`src/rtl/slbc_pkg.sv`:
```
// Shared types and constants for the status LED breathing controller.
// No dependencies; imported by every module of the block.
package slbc_pkg;

    localparam int unsigned CFG_ADDR_W = 4;
    localparam int unsigned CFG_DATA_W = 32;
    localparam int unsigned LVL_W      = 8;

    localparam logic [LVL_W-1:0] RAMP_INTERVAL_RST  = 8'd5;
    localparam logic [LVL_W-1:0] PWM_PERIOD_RST     = 8'd42;
    localparam logic [LVL_W-1:0] BLINK_ON_TICKS_RST = 8'd100;
    localparam logic [LVL_W-1:0] BLINK_PERIOD_RST   = 8'd200;
    localparam logic [LVL_W-1:0] LVL_MAX            = 8'd255;

    typedef enum logic [1:0] {
        REG_RAMP_INTERVAL  = 2'd0,
        REG_PWM_PERIOD     = 2'd1,
        REG_BLINK_ON_TICKS = 2'd2,
        REG_BLINK_PERIOD   = 2'd3
    } t_reg_idx;

    typedef struct packed {
        logic [LVL_W-1:0] blink_period;
        logic [LVL_W-1:0] blink_on_ticks;
        logic [LVL_W-1:0] pwm_period;
        logic [LVL_W-1:0] ramp_interval;
    } t_cfg;

    // charging lands in bit 0 when cast from tdata
    typedef struct packed {
        logic suction_mode;
        logic motor_running;
        logic heating;
        logic working;
        logic low_battery;
        logic charge_full;
        logic charging;
    } t_flags;

    typedef struct packed {
        logic red_on;
        logic white_on;
    } t_leds;

    function automatic logic [LVL_W-1:0] sat_inc(input logic [LVL_W-1:0] v);
        return (v == LVL_MAX) ? v : v + 1'b1;
    endfunction

endpackage

```
`src/rtl/slbc_apb_regs.sv`:
```
// APB register file holding the four timing registers.
// Depends on slbc_pkg.
module slbc_apb_regs (
    input  logic                            i_clk,
    input  logic                            i_rst_n,
    input  logic                            psel,
    input  logic                            penable,
    input  logic                            pwrite,
    input  logic [slbc_pkg::CFG_ADDR_W-1:0] paddr,
    input  logic [slbc_pkg::CFG_DATA_W-1:0] pwdata,
    output logic [slbc_pkg::CFG_DATA_W-1:0] prdata,
    output logic                            pready,
    output slbc_pkg::t_cfg                  o_cfg
);
    import slbc_pkg::*;

    t_cfg     r_cfg;
    t_reg_idx w_idx;
    logic     w_wr;

    assign w_idx  = t_reg_idx'(paddr[3:2]);
    assign w_wr   = psel && penable && pwrite;
    assign pready = 1'b1;
    assign o_cfg  = r_cfg;

    always_ff @(posedge i_clk) begin
        if (!i_rst_n) begin
            r_cfg.ramp_interval  <= RAMP_INTERVAL_RST;
            r_cfg.pwm_period     <= PWM_PERIOD_RST;
            r_cfg.blink_on_ticks <= BLINK_ON_TICKS_RST;
            r_cfg.blink_period   <= BLINK_PERIOD_RST;
        end else if (w_wr) begin
            unique case (w_idx)
                REG_RAMP_INTERVAL:  r_cfg.ramp_interval  <= pwdata[LVL_W-1:0];
                REG_PWM_PERIOD:     r_cfg.pwm_period     <= pwdata[LVL_W-1:0];
                REG_BLINK_ON_TICKS: r_cfg.blink_on_ticks <= pwdata[LVL_W-1:0];
                REG_BLINK_PERIOD:   r_cfg.blink_period   <= pwdata[LVL_W-1:0];
                default:            r_cfg.ramp_interval  <= r_cfg.ramp_interval;
            endcase
        end
    end

    always_comb begin
        prdata = '0;
        unique case (w_idx)
            REG_RAMP_INTERVAL:  prdata[LVL_W-1:0] = r_cfg.ramp_interval;
            REG_PWM_PERIOD:     prdata[LVL_W-1:0] = r_cfg.pwm_period;
            REG_BLINK_ON_TICKS: prdata[LVL_W-1:0] = r_cfg.blink_on_ticks;
            REG_BLINK_PERIOD:   prdata[LVL_W-1:0] = r_cfg.blink_period;
            default:            prdata = '0;
        endcase
    end

endmodule

```
`src/rtl/slbc_step.sv`:
```
// Tick counters, breathing ramp and LED state; one tick per enabled cycle.
// Depends on slbc_pkg.
module slbc_step (
    input  logic            i_clk,
    input  logic            i_rst_n,
    input  logic            i_en,
    input  slbc_pkg::t_flags i_flags,
    input  slbc_pkg::t_cfg  i_cfg,
    output slbc_pkg::t_leds o_leds
);
    import slbc_pkg::*;

    logic [LVL_W-1:0] r_pwm_phase, n_pwm_phase;
    logic [LVL_W-1:0] r_ramp_ticks, n_ramp_ticks;
    logic [LVL_W-1:0] r_blink_ticks, n_blink_ticks;
    logic [LVL_W-1:0] r_duty_level, n_duty_level;
    logic             r_ramping_down, n_ramping_down;
    logic             r_white, n_white;
    logic             r_red, n_red;

    always_comb begin
        n_pwm_phase    = sat_inc(r_pwm_phase);
        n_ramp_ticks   = sat_inc(r_ramp_ticks);
        n_blink_ticks  = sat_inc(r_blink_ticks);
        n_duty_level   = r_duty_level;
        n_ramping_down = r_ramping_down;
        n_white        = r_white;
        n_red          = r_red;

        if (i_flags.charging) begin
            n_red = 1'b0;
            if (i_flags.charge_full) begin
                n_white        = 1'b1;
                n_pwm_phase    = '0;
                n_duty_level   = '0;
                n_ramp_ticks   = '0;
                n_ramping_down = 1'b0;
            end else begin
                if (n_ramp_ticks >= i_cfg.ramp_interval) begin
                    n_ramp_ticks = '0;
                    if (r_ramping_down) begin
                        if (r_duty_level != '0) begin
                            n_duty_level = r_duty_level - 1'b1;
                        end else begin
                            n_ramping_down = 1'b0;
                        end
                    end else begin
                        n_duty_level = sat_inc(r_duty_level);
                        if (n_duty_level > i_cfg.pwm_period) begin
                            n_ramping_down = 1'b1;
                        end
                    end
                end
                priority if (n_pwm_phase < n_duty_level) begin
                    n_white = 1'b1;
                end else if (n_pwm_phase < i_cfg.pwm_period) begin
                    n_white = 1'b0;
                end else begin
                    n_pwm_phase = '0;
                end
            end
        end else begin
            n_duty_level   = '0;
            n_ramping_down = 1'b0;
            if (i_flags.low_battery) begin
                if (i_flags.working) begin
                    priority if (n_blink_ticks < i_cfg.blink_on_ticks) begin
                        n_white = 1'b1;
                    end else if (n_blink_ticks < i_cfg.blink_period) begin
                        n_white = 1'b0;
                    end else begin
                        n_blink_ticks = '0;
                    end
                    n_red = i_flags.heating;
                end
            end else if (i_flags.working) begin
                n_white = i_flags.motor_running || i_flags.suction_mode;
                n_red   = i_flags.heating;
            end else begin
                n_white = 1'b0;
                n_red   = 1'b0;
            end
        end
    end

    always_ff @(posedge i_clk) begin
        if (!i_rst_n) begin
            r_pwm_phase    <= '0;
            r_ramp_ticks   <= '0;
            r_blink_ticks  <= '0;
            r_duty_level   <= '0;
            r_ramping_down <= 1'b0;
            r_white        <= 1'b0;
            r_red          <= 1'b0;
        end else if (i_en) begin
            r_pwm_phase    <= n_pwm_phase;
            r_ramp_ticks   <= n_ramp_ticks;
            r_blink_ticks  <= n_blink_ticks;
            r_duty_level   <= n_duty_level;
            r_ramping_down <= n_ramping_down;
            r_white        <= n_white;
            r_red          <= n_red;
        end
    end

    assign o_leds.white_on = n_white;
    assign o_leds.red_on   = n_red;

endmodule

```
`src/rtl/status_led_breathing_controller.sv`:
```
// Status LED controller: one tick beat in, one LED beat out, one beat per cycle
// while the output is not stalled, through the tick register and then the result
// register. Ready drops only while a result waits on a stalled output. Registers
// on APB: ramp_interval 0x0, pwm_period 0x4, blink_on_ticks 0x8, blink_period
// 0xC (low byte used). Depends on slbc_pkg, slbc_apb_regs and slbc_step.
module status_led_breathing_controller (
    input  logic                            i_clk,
    input  logic                            i_rst_n,
    input  logic                            s_axis_tvalid,
    output logic                            s_axis_tready,
    // [0] charging [1] charge_full [2] low_battery [3] working [4] heating
    // [5] motor_running [6] suction_mode [7] zero
    input  logic [7:0]                      s_axis_tdata,
    output logic                            m_axis_tvalid,
    input  logic                            m_axis_tready,
    // [0] white_on [1] red_on [7:2] zero
    output logic [7:0]                      m_axis_tdata,
    input  logic                            psel,
    input  logic                            penable,
    input  logic                            pwrite,
    input  logic [slbc_pkg::CFG_ADDR_W-1:0] paddr,
    input  logic [slbc_pkg::CFG_DATA_W-1:0] pwdata,
    output logic [slbc_pkg::CFG_DATA_W-1:0] prdata,
    output logic                            pready
);
    import slbc_pkg::*;

    t_cfg   w_cfg;
    t_flags r_in_flags;
    logic   r_in_valid;
    t_leds  w_leds;
    t_leds  r_out_leds;
    logic   r_out_valid;
    logic   w_advance;

    slbc_apb_regs u_regs (
        .i_clk   (i_clk),
        .i_rst_n (i_rst_n),
        .psel    (psel),
        .penable (penable),
        .pwrite  (pwrite),
        .paddr   (paddr),
        .pwdata  (pwdata),
        .prdata  (prdata),
        .pready  (pready),
        .o_cfg   (w_cfg)
    );

    assign w_advance     = r_in_valid && (!r_out_valid || m_axis_tready);
    assign s_axis_tready = !r_in_valid || w_advance;

    always_ff @(posedge i_clk) begin
        if (!i_rst_n) begin
            r_in_valid <= 1'b0;
        end else if (s_axis_tready) begin
            r_in_valid <= s_axis_tvalid;
        end
    end

    always_ff @(posedge i_clk) begin
        if (s_axis_tready && s_axis_tvalid) begin
            r_in_flags <= t_flags'(s_axis_tdata[6:0]);
        end
    end

    slbc_step u_step (
        .i_clk   (i_clk),
        .i_rst_n (i_rst_n),
        .i_en    (w_advance),
        .i_flags (r_in_flags),
        .i_cfg   (w_cfg),
        .o_leds  (w_leds)
    );

    always_ff @(posedge i_clk) begin
        if (!i_rst_n) begin
            r_out_valid <= 1'b0;
        end else if (w_advance) begin
            r_out_valid <= 1'b1;
        end else if (m_axis_tready) begin
            r_out_valid <= 1'b0;
        end
    end

    always_ff @(posedge i_clk) begin
        if (w_advance) begin
            r_out_leds <= w_leds;
        end
    end

    assign m_axis_tvalid = r_out_valid;
    assign m_axis_tdata  = {6'b0, r_out_leds};

endmodule

```
`config.mk`:
```
export PLATFORM = sky130hd
export DESIGN_NAME = status_led_breathing_controller
export DESIGN_NICKNAME = d
export VERILOG_FILES = /design/src/rtl/slbc_pkg.sv /design/src/rtl/slbc_apb_regs.sv /design/src/rtl/slbc_step.sv /design/src/rtl/status_led_breathing_controller.sv
export SDC_FILE = /design/constraint.sdc
export NUM_CORES = 1
export LEC_CHECK = 0
export ABC_AREA = 1
export BUFFER_PORTS_ARGS = -buffer_cell sky130_fd_sc_hd__buf_2
export CAP_MARGIN = 20
export CORE_MARGIN = 4
export CORE_UTILIZATION = 62
export DETAILED_ROUTE_END_ITERATION = 16
export GPL_TIMING_DRIVEN = 1
export PLACE_DENSITY = 0.86
export SLEW_MARGIN = 25
export SYNTH_ARGS = -nofsm -noshare
export SYNTH_HDL_FRONTEND = slang
export SYNTH_HIERARCHICAL = 1
export SYNTH_SLANG_ARGS = --single-unit
```
`constraint.sdc`:
```
create_clock -name i_clk -period 7.8 [get_ports i_clk]
set_clock_uncertainty 0.05 [all_clocks]
set_input_delay 0.78 -clock i_clk [delete_from_list [all_inputs] [get_ports i_clk]]
set_output_delay 0.78 -clock i_clk [all_outputs]
set_load 0.05 [all_outputs]
```
==> flow_summary.json <==
{
  "layout_setup_ws_ns": 3.021,
  "synthDistinctLibCells": 47,
  "wl_per_cell_um": 13.07,
  "drv_cap": 0,
  "cts_tree": "done",
  "cp_slowest_stage_delay_ns": 0.42,
  "whs_ns": 0.4219,
  "min_path_type": "flop to flop",
  "drive_gt1_share_pct": 14.19,
  "die_w_um": 104.7,
  "required_ns": 8.05,
  "port_buffers": 35,
  "fill_cells": 824,
  "power_density_nw_per_um2": 140.1,
  "relSlewSlack_pct": 39.07,
  "worstHoldStart": "u_step/r_ramp_ticks[5]$_SDFFE_PN0P_",
  "ant_nets": 0,
  "grt_use_total_pct": 23.77,
  "period_needed_ns": 4.779,
  "ys_top_cells_by_area": "dfxtp_1 (24%), nand2_1 (14%), ha_1 (11%), inv_1 (6.1%), nor2_1 (5.6%)",
  "fp.dieH_um": 104.7,
  "cts_hold_buf": 0,
  "grt_first_pass_wirelength_mm": 21.42,
  "yosysWarnings": 6,
  "first_iter_violations": 408,
  "critPathLaunch": "u_step/r_ramp_ticks[0]$_SDFFE_PN0P_",
  "netlist_area_um2": 5803,
  "clockBufferDepth": 2,
  "fin_util_pct": 65.96,
  "tns_ns": 0,
  "crit_type": "flop to flop",
  "yosysTopAreaCell": "dfxtp_1",
  "cts.sinks": 78,
  "r2r_start": "u_step/r_ramp_ticks[0]$_SDFFE_PN0P_",
  "clk_pin_slew_ns": 0.10,
  "drc": 0,
  "cts_root_buf": "clkbuf_8",
  "ys_ff_latch": 78,
  "ys.flop_type": "dfxtp_1",
  "synth_edf_count": 9,
  "crit_fanout": 14,
  "multiInputGateArea_um2": 3502,
  "flow.area_growth_from_synthesis_pct": 4.528,
  "finalCritPeriodShare_pct": 61.27,
  "grt_overflow_total": 0,
  "final_cell_mix": "nand2_1 (221), inv_1 (95), nor2_1 (87)",
  "yosysTopAreaCellShare_pct": 23.80,
  "slew_viol_final": 0,
  "final_common_cell": "nand2_1",
  "hold_viol_final": 0,
  "status": "finished clean",
  "vias": 5166,
  "grt_pass1_vias": 4702,
  "placed_cells": 962,
  "vdd_drop_max_uv": 70.22,
  "core-area_um2": 9196,
  "synth-async-reset-ratio_pct": 0,
  "netlist_instances": 838,
  "diodes": 0,
  "die-area_um2": 10970,
  "post-cts-setup-buffer-count": 0,
  "dp_slack_ns": 3.124,
  "start_kind": "flop",
  "rsz0062_at_grt": "no",
  "cts_made_buffers": 9,
  "maxClockFrequency_mhz": 209.3,
  "worst_pin_slew_ns": 0.9106,
  "slowest_stage": "nand2_1",
  "gp_congestion": 0.9098,
  "cp-end-kind": "flop",
  "fp-row-count": 35,
  "regArea_um2": 1652,
  "postRouteWirelength_mm": 12.78,
  "crit_arrival_ns": 5.03,
  "io_pins": 94,
  "leakage_nw": 2.914,
  "drtPass1Iterations": 5,
  "grt_max_degree": 38,
  "syn_area_per_cell_um2": 6.925,
  "avgViaCountPerCell": 5.282,
  "post-dp-hpwl_mm": 9.684,
  "initial_core_util_pct": 63.10,
  "nets": 963,
  "cts-resized-gates": 0,
  "fin_cells": 978,
  "insertion_delay_ns": 0.36,
  "antenna_found_initial": 0,
  "cts_htree_levels": 3,
  "setup_viol": 0,
  "seq_area_frac_synth_pct": 28.46
}
==> logic make-up after synthesis <==
group / synth area share, %
AND/OR/NAND/NOR: 34.11
buffers and inverters: 13.20
AO/OA/AOI/OAI: 10.07
flip-flops: 28.46
adder cells (fa/ha/maj): 10.78
XOR/XNOR: 2.997
other: 0.1940
multiplexers: 0.1940
==> path summary, 6_finish.rpt <==
kind	slack [ns]	depth (start not counted)	end
worst max-delay path	3.02	25	u_step/r_pwm_phase[0]$_SDFFE_PN0P_
worst min-delay path	0.42	2	u_step/r_ramp_ticks[5]$_SDFFE_PN0P_
worst max register to register	3.02	25	u_step/r_pwm_phase[0]$_SDFFE_PN0P_
worst min register to register	0.42	2	u_step/r_ramp_ticks[5]$_SDFFE_PN0P_
==> through the flow <==
step | total power, mW | cell area, um^2
finish | 0.8501 | 6066
global route | 0.8945 | 6066
CTS | 0.8610 | 6066
detailed placement | 0.5680 | 5879
global placement | 0.5659 | 5872
floorplan | 0.5545 | 5908
==> cell type report <==
cell class	count	area share [%]
Multi-Input combinational cell	631	57.74
Sequential cell	78	27.23
Clock inverter	7	1.031
Inverter	105	6.539
Tap cell	111	2.290
Clock buffer	9	2.042
Timing Repair Buffer	37	3.135
==> per-layer routing <==
layer  vias up  routed length (um)  GRT usage [%]
li1       2690                   -              -
met1      2292                5587          30.29
met2       152                6124          39.14
met3        32                 673          3.891
met4         0                 394          11.34
met5         -                   0              0
==> registers in the layout, indices dropped and copies added (netlist names) <==
| signal | count |
|---|---|
| u_step/r_pwm_phase | 8 |
| u_regs/o_cfg | 32 |
| r_in_valid | 1 |
| m_axis_tdata | 2 |
| u_step/r_duty_level | 8 |
| u_step/r_ramp_ticks | 8 |
| u_step/r_red | 1 |
| m_axis_tvalid | 1 |
| u_step/r_white | 1 |
| u_step/r_ramping_down | 1 |
| u_step/r_blink_ticks | 8 |
| r_in_flags | 7 |
==> critical path, delay by kind of cell, from the launching register on <==
kind / cells / cell delay, ns
fa+ha+maj: 3 / 0.81
flops: 1 / 0.40
simple gates: 14 / 2.16
xor+xnor: 1 / 0.26
buf+inv: 1 / 0.14
compound gates: 6 / 0.91
==> cell usage after synthesis (3+ instances only) <==
master / n
nor2_1: 87
a211oi_1: 4
clkbuf_1: 7
inv_1: 95
buf_4: 36
inv_2: 8
nor2_4: 9
xnor2_1: 5
o21ai_0: 16
edfxtp_1: 9
o21ai_1: 5
nor2_2: 5
nor3_1: 5
dfxtp_1: 69
a21oi_2: 9
buf_6: 4
nand2_1: 221
o22ai_1: 7
a21oi_1: 51
xor2_1: 13
ha_1: 50
nand3_2: 11
nand4_1: 13
nand2_2: 17
buf_2: 3
conb_1: 3
nand3_1: 52
==> where the power goes <==
part	switching, mW	leakage [nW]	total (mW)	internal [mW]
clock network	0.167	0.0984	0.290	0.123
logic	0.106	2.17	0.137	0.0301
registers	0.00825	0.646	0.423	0.415
Note: power is estimated with default switching activity, not from simulation.
